**src/rtl/nfa_pkg.sv**
```systemverilog
// package for the subset construction block: types, constants, controller codes
// no dependencies
`timescale 1ns / 1ps
package nfa_pkg;
   localparam int NfaStates    = 8;
   localparam int MaxSymbols   = 4;
   localparam int MaxDfaStates = 16;
   localparam int RowLen       = MaxSymbols + 1;
   localparam int StoreDepth   = NfaStates * RowLen;
   localparam int StoreAw      = $clog2(StoreDepth);
   localparam int StW          = $clog2(NfaStates);
   localparam int DfaW         = $clog2(MaxDfaStates);

   localparam logic [1:0] CsrStateCount  = 2'd0;
   localparam logic [1:0] CsrStartState  = 2'd1;
   localparam logic [1:0] CsrFinalMask   = 2'd2;
   localparam logic [1:0] CsrSymbolCount = 2'd3;

   typedef struct packed {
      logic       action;
      logic [2:0] nfa_state;
      logic [1:0] symbol;
      logic       is_epsilon;
      logic [7:0] target_mask;
   } req_type;

   typedef struct packed {
      logic [3:0] source_dfa;
      logic [1:0] out_symbol;
      logic [3:0] target_dfa;
      logic       source_final;
      logic       overflow;
      logic       last;
   } rsp_type;

   typedef enum logic [3:0] {
      ST_IDLE, ST_START, ST_CLOSE, ST_SRC, ST_MOVE, ST_MOVEW, ST_SEARCH,
      ST_EMIT, ST_DONE
   } state_type;

   // controller to datapath
   typedef struct packed {
      logic load_row;
      logic init_run;
      logic close_step;
      logic src_read;
      logic move_init;
      logic move_step;
      logic search_init;
      logic search_step;
      logic append;
      logic emit;
      logic emit_ovf;
      logic emit_last;
      logic next_sym;
      logic next_src;
   } cmd_type;

   // datapath to controller
   typedef struct packed {
      logic close_done;
      logic move_done;
      logic found;
      logic search_end;
      logic full;
      logic last_sym;
      logic last_src;
   } sts_type;
endpackage

```
**src/rtl/nfa_ram.sv**
```systemverilog
// generic simple dual port ram (one write port, one read port) with registered read
// no dependencies
`timescale 1ns / 1ps
module nfa_ram #(
   parameter int Width = 8,
   parameter int Depth = 16
) (
   input  logic                     clock,
   input  logic                     wr_en,
   input  logic [$clog2(Depth)-1:0] wr_addr,
   input  logic [Width-1:0]         wr_data,
   input  logic [$clog2(Depth)-1:0] rd_addr,
   output logic [Width-1:0]         rd_data
);
   logic [Width-1:0] mem [Depth];
   always_ff @(posedge clock) begin
      if (wr_en) begin
         mem[wr_addr] <= wr_data;
      end
      rd_data <= mem[rd_addr];
   end
endmodule

```
**src/rtl/nfa_datapath.sv**
```systemverilog
// datapath: csr registers, transition store, subset store, closure and search
// depends on nfa_pkg and nfa_ram
`timescale 1ns / 1ps
module nfa_datapath import nfa_pkg::*; (
   input  logic            clock,
   input  logic            reset,
   input  logic            csr_valid,
   input  logic [1:0]      csr_index,
   input  logic [7:0]      csr_data,
   input  req_type         req_data,
   input  cmd_type         cmd,
   output sts_type         sts,
   output rsp_type         rsp_data
);
   logic [3:0] state_count_ff;
   logic [2:0] start_state_ff;
   logic [7:0] final_mask_ff;
   logic [2:0] symbol_count_ff;

   // csr writes
   always_ff @(posedge clock) begin
      if (reset) begin
         state_count_ff  <= 4'd8;
         start_state_ff  <= 3'd0;
         final_mask_ff   <= 8'd0;
         symbol_count_ff <= 3'd4;
      end else if (csr_valid) begin
         case (csr_index)
            CsrStateCount:  state_count_ff  <= csr_data[3:0];
            CsrStartState:  start_state_ff  <= csr_data[2:0];
            CsrFinalMask:   final_mask_ff   <= csr_data;
            CsrSymbolCount: symbol_count_ff <= csr_data[2:0];
            default: ;
         endcase
      end
   end

   // saturated counts
   logic [3:0] nstates;
   logic [2:0] nsyms;
   logic [7:0] active;
   always_comb begin
      nstates = state_count_ff;
      if (nstates == 4'd0) nstates = 4'd1;
      if (nstates > 4'(NfaStates)) nstates = 4'(NfaStates);
      nsyms = symbol_count_ff;
      if (nsyms == 3'd0) nsyms = 3'd1;
      if (nsyms > 3'(MaxSymbols)) nsyms = 3'(MaxSymbols);
      active = 8'((9'd1 << nstates) - 9'd1);
   end

   // epsilon rows in flops; symbol rows in flops too (32 x 8
   // bits, each read by a mux of the move walk)
   logic [7:0] eps_ff [NfaStates];
   logic [7:0] sym_ff [NfaStates][MaxSymbols];
   always_ff @(posedge clock) begin
      if (reset) begin
         for (int i = 0; i < NfaStates; i++) begin
            eps_ff[i] <= 8'd0;
            for (int j = 0; j < MaxSymbols; j++) sym_ff[i][j] <= 8'd0;
         end
      end else if (cmd.load_row) begin
         if (req_data.is_epsilon) eps_ff[req_data.nfa_state] <= req_data.target_mask;
         else sym_ff[req_data.nfa_state][req_data.symbol] <= req_data.target_mask;
      end
   end

   // working set, closure by one parallel sweep per cycle
   logic [7:0] work_ff, work_in, sweep;
   logic [2:0] mstate_ff;
   logic [1:0] sym_ff_idx;
   logic [DfaW-1:0] cur_ff;
   logic [DfaW:0] k_ff;
   logic [4:0] count_ff;
   logic [7:0] src_set;
   always_comb begin
      sweep = work_ff;
      for (int i = 0; i < NfaStates; i++)
         if (work_ff[i]) sweep = sweep | (eps_ff[i] & active);
   end
   assign sts.close_done = (sweep == work_ff);

   always_comb begin
      work_in = work_ff;
      if (cmd.init_run)
         work_in = (4'(start_state_ff) < nstates) ? (8'd1 << start_state_ff) : 8'd0;
      else if (cmd.close_step) work_in = sweep;
      else if (cmd.move_init) work_in = 8'd0;
      else if (cmd.move_step && src_set[mstate_ff])
         work_in = work_ff | (sym_ff[mstate_ff][sym_ff_idx] & active);
   end
   always_ff @(posedge clock) work_ff <= work_in;

   always_ff @(posedge clock) begin
      if (cmd.move_init) mstate_ff <= 3'd0;
      else if (cmd.move_step) mstate_ff <= mstate_ff + 3'd1;
   end
   assign sts.move_done = cmd.move_step && ({1'b0, mstate_ff} == nstates - 4'd1);

   // subset store ram
   logic            ram_we;
   logic [DfaW-1:0] ram_wa, ram_ra;
   logic [8:0]      ram_rd;
   assign ram_we = cmd.append;
   assign ram_wa = count_ff[DfaW-1:0];
   assign ram_ra = cmd.src_read ? cur_ff : k_ff[DfaW-1:0];
   nfa_ram #(.Width(9), .Depth(MaxDfaStates)) u_subsets (
      .clock(clock), .wr_en(ram_we), .wr_addr(ram_wa),
      .wr_data({|(work_ff & final_mask_ff), work_ff}),
      .rd_addr(ram_ra), .rd_data(ram_rd));

   // source set and finality latched after read
   logic [7:0] src_ff;
   logic       src_fin_ff, src_pend_ff;
   always_ff @(posedge clock) begin
      if (reset) src_pend_ff <= 1'b0;
      else src_pend_ff <= cmd.src_read;
      if (src_pend_ff) begin
         src_ff     <= ram_rd[7:0];
         src_fin_ff <= ram_rd[8];
      end
   end
   assign src_set = src_ff;

   // search walk: one registered read per step, index one bit wider than the store
   logic [DfaW-1:0] hit_ff;
   logic            rd_pend_ff;
   always_ff @(posedge clock) begin
      if (reset) rd_pend_ff <= 1'b0;
      else rd_pend_ff <= cmd.search_step;
      if (cmd.search_init) k_ff <= '0;
      else if (cmd.search_step) k_ff <= k_ff + 1'b1;
   end
   logic [DfaW-1:0] k_prev;
   assign k_prev = k_ff[DfaW-1:0] - 1'b1;
   assign sts.found = rd_pend_ff && (ram_rd[7:0] == work_ff);
   assign sts.search_end = (k_ff >= count_ff);
   assign sts.full = (count_ff >= 5'(MaxDfaStates));
   always_ff @(posedge clock) begin
      if (sts.found) hit_ff <= k_prev;
      else if (cmd.append) hit_ff <= count_ff[DfaW-1:0];
   end

   // run counters
   always_ff @(posedge clock) begin
      if (reset) begin
         count_ff <= 5'd0;
         cur_ff <= '0;
         sym_ff_idx <= 2'd0;
      end else begin
         if (cmd.init_run) begin
            count_ff <= 5'd0;
            cur_ff <= '0;
            sym_ff_idx <= 2'd0;
         end
         if (cmd.append) count_ff <= count_ff + 5'd1;
         if (cmd.next_sym) sym_ff_idx <= sym_ff_idx + 2'd1;
         if (cmd.next_src) begin
            sym_ff_idx <= 2'd0;
            cur_ff <= cur_ff + 1'b1;
         end
      end
   end
   assign sts.last_sym = ({1'b0, sym_ff_idx} == nsyms - 3'd1);
   assign sts.last_src = ({1'b0, cur_ff} + 5'd1 >= count_ff);

   // result
   always_comb begin
      rsp_data.source_dfa   = 4'(cur_ff);
      rsp_data.out_symbol   = sym_ff_idx;
      rsp_data.target_dfa   = cmd.emit_ovf ? 4'd0 : 4'(hit_ff);
      rsp_data.source_final = src_fin_ff;
      rsp_data.overflow     = cmd.emit_ovf;
      rsp_data.last         = cmd.emit_last;
   end
endmodule

```
**src/rtl/nfa_ctrl.sv**
```systemverilog
// controller state machine for the subset construction run
// depends on nfa_pkg
`timescale 1ns / 1ps
module nfa_ctrl import nfa_pkg::*; (
   input  logic    clock,
   input  logic    reset,
   input  logic    req_start,
   input  logic    req_action,
   input  sts_type sts,
   output cmd_type cmd,
   output logic    busy,
   output logic    rsp_valid
);
   state_type state_ff, state_in;
   logic      first_ff, first_in, ovf_ff, ovf_in;
   logic      emit_now;

   always_ff @(posedge clock) begin
      if (reset) begin
         state_ff <= ST_IDLE;
         first_ff <= 1'b0;
         ovf_ff   <= 1'b0;
      end else begin
         state_ff <= state_in;
         first_ff <= first_in;
         ovf_ff   <= ovf_in;
      end
   end

   // next state
   always_comb begin
      state_in = state_ff;
      first_in = first_ff;
      ovf_in   = ovf_ff;
      case (state_ff)
         ST_IDLE: begin
            if (req_start && req_action) begin
               state_in = ST_START;
            end
         end
         ST_START: begin
            state_in = ST_CLOSE;
            first_in = 1'b1;
         end
         ST_CLOSE: begin
            if (sts.close_done) begin
               state_in = ST_SEARCH;
            end
         end
         ST_SRC:   state_in = ST_MOVEW;
         ST_MOVEW: state_in = ST_MOVE;
         ST_MOVE: begin
            if (sts.move_done) begin
               state_in = ST_CLOSE;
            end
         end
         ST_SEARCH: begin
            if (first_ff) begin
               first_in = 1'b0;
               state_in = ST_SRC;
            end else if (sts.found || sts.search_end) begin
               ovf_in   = !sts.found && sts.full;
               state_in = ST_EMIT;
            end
         end
         ST_EMIT: begin
            if (ovf_ff || (sts.last_sym && sts.last_src)) begin
               state_in = ST_DONE;
               ovf_in   = 1'b0;
            end else begin
               state_in = sts.last_sym ? ST_SRC : ST_MOVEW;
            end
         end
         ST_DONE: state_in = ST_IDLE;
         default: state_in = ST_IDLE;
      endcase
   end

   // outputs
   always_comb begin
      cmd = '0;
      emit_now = 1'b0;
      case (state_ff)
         ST_IDLE: begin
            cmd.load_row = req_start && !req_action;
            cmd.init_run = req_start && req_action;
         end
         ST_START: cmd.move_init = 1'b0;
         ST_CLOSE: begin
            cmd.close_step  = !sts.close_done;
            cmd.search_init = sts.close_done;
         end
         ST_SRC: cmd.src_read = 1'b1;
         ST_MOVEW: cmd.move_init = 1'b1;
         ST_MOVE: cmd.move_step = 1'b1;
         ST_SEARCH: begin
            if (first_ff) begin
               cmd.append = 1'b1;
            end else if (!(sts.found || sts.search_end)) begin
               cmd.search_step = 1'b1;
            end else if (!sts.found && !sts.full) begin
               cmd.append = 1'b1;
            end
         end
         ST_EMIT: begin
            emit_now      = 1'b1;
            cmd.emit      = 1'b1;
            cmd.emit_ovf  = ovf_ff;
            cmd.emit_last = ovf_ff || (sts.last_sym && sts.last_src);
            cmd.next_sym  = !sts.last_sym;
            cmd.next_src  = sts.last_sym && !cmd.emit_last;
         end
         default: ;
      endcase
   end

   assign busy      = (state_ff != ST_IDLE);
   assign rsp_valid = emit_now;
endmodule

```
**src/rtl/nfa_to_dfa_subset_construction.sv**
```systemverilog
// subset construction top: a load row leaves busy low
// a run holds busy from its accept edge through the done state after its last result; per
// table entry: the move walk (after a source read on a new source), the epsilon closure
// sweeps, the search walk over the known dfa states, and the emit
// results strobe for one cycle each and the receiver cannot stall them; one run at a time
// reset (synchronous, active high) clears the transition store and resets the csr registers and control state
`timescale 1ns / 1ps
module nfa_to_dfa_subset_construction import nfa_pkg::*; (
   input  logic       clock,
   input  logic       reset,
   input  logic       start,
   output logic       busy,
   input  req_type    req_data,
   output logic       rsp_valid,
   output rsp_type    rsp_data,
   input  logic       csr_valid,
   output logic       csr_ready,
   input  logic [1:0] csr_index,
   input  logic [7:0] csr_data
);
   cmd_type cmd;
   sts_type sts;

   assign csr_ready = 1'b1;

   nfa_ctrl u_ctrl (
      .clock(clock), .reset(reset), .req_start(start), .req_action(req_data.action),
      .sts(sts), .cmd(cmd), .busy(busy), .rsp_valid(rsp_valid));

   nfa_datapath u_dp (
      .clock(clock), .reset(reset), .csr_valid(csr_valid), .csr_index(csr_index),
      .csr_data(csr_data), .req_data(req_data), .cmd(cmd), .sts(sts),
      .rsp_data(rsp_data));
endmodule

```
**config.mk**
```make
export PLATFORM = sky130hd
export DESIGN_NAME = nfa_to_dfa_subset_construction
export DESIGN_NICKNAME = d
export VERILOG_FILES = /design/src/rtl/nfa_pkg.sv /design/src/rtl/nfa_ram.sv /design/src/rtl/nfa_datapath.sv /design/src/rtl/nfa_ctrl.sv /design/src/rtl/nfa_to_dfa_subset_construction.sv
export SDC_FILE = /design/constraint.sdc
export NUM_CORES = 1
export LEC_CHECK = 0
export BUFFER_PORTS_ARGS = -buffer_cell sky130_fd_sc_hd__buf_2
export CAP_MARGIN = 30
export CORE_MARGIN = 4
export CORE_UTILIZATION = 63
export DETAILED_ROUTE_END_ITERATION = 8
export GPL_TIMING_DRIVEN = 0
export PLACE_DENSITY = 0.83
export SKIP_LAST_GASP = 1
export SLEW_MARGIN = 20
export SYNTH_ARGS = -nofsm -noshare
export SYNTH_HDL_FRONTEND = slang
export SYNTH_SLANG_ARGS = --single-unit
```
**constraint.sdc**
```tcl
create_clock -name clock -period 5.3 [get_ports clock]
set_clock_uncertainty 0.2 [all_clocks]
set_input_delay 0.265 -clock clock [delete_from_list [all_inputs] [get_ports clock]]
set_output_delay 0.265 -clock clock [all_outputs]
set_load 0.03 [all_outputs]
```
==> results of run 1 <==
==> where the power goes <==
part,switching (mW),internal [mW]
sequential,0.123,4.75
combinational,0.878,0.578
clock,1.61,2.13
==> logic make-up after synthesis <==
kind of cell    synth area share [%]
simple gates                    14.9
flops                           64.3
compound gates                  4.62
mux                             11.6
buf+inv                         2.14
xor+xnor                        1.05
fa+ha+maj                       1.40
other cells                   0.0156
==> sequential cells by signal, summed over array words and instances (netlist names), 8 cells and up, named ones only <==
signal	count
u_dp.sym_ff	256
u_dp.u_subsets.mem	144
u_dp.eps_ff	57
u_dp.u_subsets.rd_data	9
u_dp.final_mask_ff	8
u_dp.src_ff	8
u_dp.work_ff	8
==> worst min-delay path by stage <==
stage | slack [ps] | from | cells past startpoint | to
detailed placement | 210 | u_dp.u_subsets.rd_data[8]$_DFF_P_ | 0 | u_dp.src_fin_ff$_DFFE_PP_
finish | 20 | req_data[3] | 2 | u_dp.sym_ff[6][27]$_SDFFCE_PN0P_
CTS | 1 | req_data[5] | 2 | u_dp.sym_ff[6][29]$_SDFFCE_PN0P_
floorplan | 180 | csr_data[3] | 1 | u_dp.state_count_ff[3]$_SDFFE_PP1P_
global route | 40 | req_data[3] | 2 | u_dp.eps_ff[5][3]$_SDFFCE_PN0P_
global placement | 210 | u_dp.u_subsets.rd_data[8]$_DFF_P_ | 0 | u_dp.src_fin_ff$_DFFE_PP_
==> placed cells by master (no fill, tap or decap), types with 5 or more instances in the layout <==
cell,netlist,routed
edfxtp_1,478,478
and2_1,319,319
nor2_1,108,108
mux4_2,98,98
clkbuf_1,75,88
dfxtp_1,57,57
clkbuf_16,0,53
buf_2,13,50
or2_2,45,45
a21oi_1,45,45
mux2i_1,44,44
a22oi_1,44,44
nand2_1,36,36
ha_1,27,27
inv_1,23,23
o21ai_0,23,23
xnor2_1,22,22
nor2b_1,17,17
nand3_1,17,17
dlygate4sd3_1,0,17
nand2b_1,15,15
nor3_1,18,14
a211oi_1,12,12
clkinv_2,0,10
or3_1,8,8
nand3b_1,8,8
nor2_2,8,8
xor2_1,7,7
nor3b_1,7,7
a222oi_1,7,7
o221ai_1,6,6
buf_4,5,6
clkbuf_8,0,6
a31oi_1,5,5
==> worst max-delay path, cell delays in order (launching register included) <==
cell and delay [ps]:
dfxtp_1 430, clkbuf_1 380, nor2_1 200, inv_1 140, ha_1 280, nor3b_1 340, inv_1 80, ha_1 240
nor3b_1 160, o311ai_0 640, a31oi_1 190, a311o_1 510, o21ai_0 270, buf_2 290
==> per-layer routing <==
metal | track usage (%) | vias up | part of all wire [%]
met5 | 0 | - | 0
met4 | 12.0 | 0 | 4.5
met3 | 7.78 | 182 | 14
met2 | 45.9 | 1161 | 46
met1 | 43.7 | 7502 | 36
li1 | - | 6390 | -
==> final cells by class <==
type | instances | share of cell area (%)
flip-flops and latches | 535 | 57.7
multi-input cells | 996 | 30.2
clock buffers | 72 | 5.43
well taps | 511 | 2.38
plain buffers | 98 | 1.59
repair buffers | 56 | 1.39
clock inverters | 26 | 0.992
inverters | 24 | 0.335
==> impl_metrics.json, run 1 <==
{
  "wirelength_mm": 63.0,
  "wire_per_inst_um": 27.2,
  "synth_area_per_cell_um2": 14.6,
  "chipWidth_um": 204,
  "place_area_um2": 24900,
  "areaGrowthSynthToFinish_pct": 11.5,
  "worst-r2r-cell-count": 13,
  "fp.dieH_um": 204,
  "drive_gt1_share_pct": 17.3,
  "rsz0062_at_grt": "false",
  "max_freq_ghz": 0.213,
  "grt_usage_pct": 30.5,
  "pwr_density_cell_nw_per_um2": 375,
  "period_needed_ps": 4690,
  "rows": 71,
  "async_flop_share_pct": 0,
  "yosysMostFrequentCell": "edfxtp_1",
  "final_core_util_pct": 71.3,
  "cts_max_path_buffers": 3,
  "synthesis.nets": 1709,
  "synth_seq_cells": 535,
  "post-dp-hpwl_mm": 41.8,
  "grt_pass1_vias": 15022,
  "rr_endpoint": "u_dp.work_ff[3]$_DFFE_PP_",
  "synth_cell_type_count": 63,
  "synth-main-ff-cell": "edfxtp_1",
  "yosysTopAreaCellShare_pct": 59.6,
  "cts_tree": "done",
  "ctsHoldBuffers": 17,
  "drtIter0Drc": 2078,
  "initial_core_util_pct": 64.0,
  "clock-sinks": 535,
  "holdWs_ps": 21.4,
  "grt_overflow": 0,
  "synth-seq-area-share_pct": 64.3,
  "synth.area.top_cells": "edfxtp_1 60%, mux4_2 9.2%, and2_1 8.3%",
  "r2r_slack_ps": 610,
  "clock_latency_ps": 620,
  "io_buffer_count": 34,
  "firstDrtPassIters": 6,
  "worstSetupPathType": "flop to flop",
  "fin_area_um2": 26900,
  "vias": 15235,
  "period_share_pct": 88.4,
  "cts_setup_buffers": 0,
  "maxCapViolCount": 0,
  "postRouteAntennaNets": 0,
  "grt_max_degree": 20,
  "required_ps": 5400,
  "die_area_um2": 41400,
  "syn_area_um2": 24100,
  "via_per_inst": 6.57,
  "cts_max_level": 2,
  "status": "completed",
  "p_leak_nw": 9.66,
  "grt_first_pass_wirelength_mm": 93.5,
  "min_path_type": "primary input to flop",
  "synthTopCellsByCount": "478 x edfxtp_1, 319 x and2_1, 108 x nor2_1, 98 x mux4_2, 75 x clkbuf_1",
  "final_nets": 1820,
  "fin_total_pwr_mw": 10.1,
  "ir_drop_v": 0.000348,
  "dpl_worst_slack_ps": 793,
  "cts-resized-gates": 0,
  "tns_ps": 0,
  "crit_start": "u_dp.state_count_ff[3]$_SDFFE_PP1P_",
  "arrival_ps": 4790,
  "gp_congestion": 0.932,
  "layout_setup_ws_ps": 612,
  "hold_violations": 0,
  "multi_input_area_um2": 8110,
  "n_antenna_cell": 0,
  "seqCellArea_um2": 15500,
  "n_fill_cell": 2393,
  "pin_count": 45,
  "root_buffer": "clkbuf_16",
  "path_max_fanout": 10,
  "post-synth-top-area-cell": "edfxtp_1",
  "setup-violations-final": 0,
  "crit_end": "u_dp.work_ff[3]$_DFFE_PP_",
  "antenna_found_initial": 0,
  "critPathLaunchType": "flop",
  "yosysWarnings": 0,
  "finalMaxSlewViolations": 0,
  "rr_startpoint": "u_dp.state_count_ff[3]$_SDFFE_PP1P_",
  "synth_cells": 1653,
  "drc": 0,
  "core_region_area_um2": 37700,
  "max_slew_margin_pct": 31.3,
  "cts_buffers": 53,
  "end_kind": "flop",
  "placed_cells": 2200,
  "fin_cells": 2318,
  "synth_edf_count": 478,
  "clk_pin_slew_ps": 60,
  "tightest_slew_ps": 1030
}
Power figures use the tool's default switching activity.
==> run 2: changes to the inputs <==
--- a/config.mk
+++ b/config.mk
@@ -5,11 +5,11 @@
 export SDC_FILE = /design/constraint.sdc
 export NUM_CORES = 1
 export LEC_CHECK = 0
-export BUFFER_PORTS_ARGS = -buffer_cell sky130_fd_sc_hd__buf_2
 export CAP_MARGIN = 30
 export CORE_MARGIN = 4
-export CORE_UTILIZATION = 63
+export CORE_UTILIZATION = 64
 export DETAILED_ROUTE_END_ITERATION = 8
+export DONT_BUFFER_PORTS = 1
 export GPL_TIMING_DRIVEN = 0
 export PLACE_DENSITY = 0.83
 export SKIP_LAST_GASP = 1
==> impl_metrics.json, run 2 (synthesized netlist as in run 1, its figures left out) <==
{
  "vias": 15309,
  "period_needed_ps": 4700,
  "hold_violations": 0,
  "grt_overflow": 0,
  "cts_max_level": 2,
  "fp.dieH_um": 202,
  "status": "completed",
  "drtIter0Drc": 2465,
  "rsz0062_at_grt": "false",
  "grt_first_pass_wirelength_mm": 94.4,
  "antenna_found_initial": 2,
  "chipWidth_um": 202,
  "post-dp-hpwl_mm": 41.1,
  "critPathLaunchType": "flop",
  "gr-usage-met1_pct": 45.1,
  "p_leak_nw": 9.49,
  "busiest_layer": "met2",
  "clk_pin_slew_ps": 60,
  "cts_max_path_buffers": 3,
  "postRouteAntennaNets": 0,
  "maxCapViolCount": 0,
  "power_frac_clock_pct": 36.3,
  "largest_reg_flops": 256,
  "final_nets": 1794,
  "grt_usage_pct": 31.0,
  "gp_congestion": 0.956,
  "cts_tree": "done",
  "dpl_worst_slack_ps": 761,
  "io_buffer_count": 0,
  "clock_latency_ps": 610,
  "crit_chain": "clkbuf_1 > o21ba_2 > nor2_1 > inv_1 > ha_1 > nor3b_1 > inv_1 > ha_1 > nor3b_1 > o311ai_0 > a31oi_1 > a311o_1 > o21ai_0 > buf_2",
  "holdWs_ps": 40.0,
  "grt_max_degree": 20,
  "clock-sinks": 535,
  "path_max_fanout": 10,
  "root_buffer": "clkbuf_16",
  "areaGrowthSynthToFinish_pct": 10.7,
  "pin_count": 45,
  "p_comb_share_pct": 14.5,
  "via_per_inst": 6.70,
  "setup-violations-final": 0,
  "grt_util_met2_pct": 45.8,
  "min_path_type": "primary input to flop",
  "initial_core_util_pct": 65.3,
  "largest_registers": "u_dp.sym_ff: 256 flops, u_dp.u_subsets.mem: 144 flops, u_dp.eps_ff: 57 flops",
  "intPower_mw": 7.33,
  "arrival_ps": 4810,
  "max_freq_ghz": 0.213,
  "wirelength_mm": 63.0,
  "slowest_delay_ps": 610,
  "wire_per_inst_um": 27.6,
  "core_region_area_um2": 36900,
  "tightest_slew_ps": 978,
  "p_seq_share_pct": 49.1,
  "finalMaxSlewViolations": 0,
  "cp_slowest_cell": "o311ai_0",
  "p_switching_mw": 2.59,
  "mostFrequentLayoutCell": "edfxtp_1",
  "grt_pass1_vias": 15051,
  "grt_util_met3_pct": 8.81,
  "worstSetupPathType": "flop to flop",
  "switching_share_pct": 26.1,
  "final_cell_mix": "478 x edfxtp_1, 319 x and2_1, 108 x nor2_1",
  "required_ps": 5410,
  "cts_buffers": 52,
  "end_kind": "flop",
  "cts-resized-gates": 0,
  "period_share_pct": 88.6,
  "drc": 0,
  "firstDrtPassIters": 6,
  "rows": 70,
  "drive_gt1_share_pct": 15.4,
  "max_slew_margin_pct": 34.6,
  "die_area_um2": 40800,
  "layout_setup_ws_ps": 602,
  "pwr_density_cell_nw_per_um2": 372,
  "ir_drop_v": 0.000287,
  "regMostFlops": "u_dp.sym_ff",
  "tns_ps": 0
}
## run 2: cell types whose count changed in the layout (fill, tap and decap cells not counted), moves of 2 or more
cell           delta
buf_2            -36
buf_4             +7
clkbuf_4          -2
clkbuf_8          -4
clkinv_1          +6
clkinv_2          -6
clkinv_4          +2
dlygate4sd3_1     +4
## run 2: cell type report
class | count | area [µm²]
Inverter | 24 | 90.1
Antenna cell | 1 | 2.50
Multi-Input combinational cell | 996 | 8110
Sequential cell | 535 | 15500
Fill cell | 2165 | 10200
Tap cell | 504 | 631
Buffer | 98 | 425
Clock buffer | 68 | 1380
Clock inverter | 28 | 258
Timing Repair Buffer | 31 | 287
## run 2: what timing repair did
item | 4_1_cts | 5_1_grt
endpoints found under the hold margin | 40 | 0
hold buffers | 21 | 0
setup buffers | 0 | 0
## run 2: stage by stage
stage | std cells | instance area [µm²] | power, mW | utilization [%]
after global placement | 2157 | 24700 | 6.28 | 67.0
after detailed placement | 2162 | 24800 | 6.33 | 67.2
after floorplan | 1653 | 24100 | 5.84 | -
after global routing | 2285 | 26700 | 10.2 | 72.4
final | 2285 | 26700 | 9.92 | 72.4
after CTS | 2279 | 26600 | 9.87 | 72.2
## run 2: worst max-delay path: cells and delay by family, from the launching register on
| family | cells | cell delay, ps |
|---|---|---|
| DFF | 1 | 350 |
| adders and majority gates | 2 | 560 |
| buffers and inverters | 4 | 870 |
| and+or+nand+nor | 3 | 680 |
| AOI/OAI and AO/OA | 5 | 1740 |
## run 2: path summary, 6_finish.rpt
kind                                                          start  cells past startpoint                               to  slack [ps]
worst max-delay path            u_dp.state_count_ff[2]$_SDFFE_PP0P_                     14        u_dp.work_ff[3]$_DFFE_PP_         600
worst min-delay path                                    req_data[1]                      2  u_dp.eps_ff[4][1]$_SDFFCE_PN0P_          40
worst max register to register  u_dp.state_count_ff[2]$_SDFFE_PP0P_                     14        u_dp.work_ff[3]$_DFFE_PP_         600
worst min register to register    u_dp.u_subsets.rd_data[8]$_DFF_P_                      0        u_dp.src_fin_ff$_DFFE_PP_         210
## run 2: power groups by stage
stage | Clock, mW | Combinational (mW) | Sequential, mW
3_3_place_gp | 0 | 1.34 | 4.94
5_1_grt | 3.80 | 1.51 | 4.88
3_5_place_dp | 0 | 1.37 | 4.95
2_1_floorplan | 0 | 0.945 | 4.90
6_report | 3.60 | 1.44 | 4.87
4_1_cts | 3.60 | 1.40 | 4.87
## run 2: metal layers
metal	part of all wire, %	wire length, µm	up-vias
met4	3.5	2210	0
met1	37	23100	7644
met2	45	28300	1152
met3	15	9390	161
li1	-	-	6352
met5	0	0	-
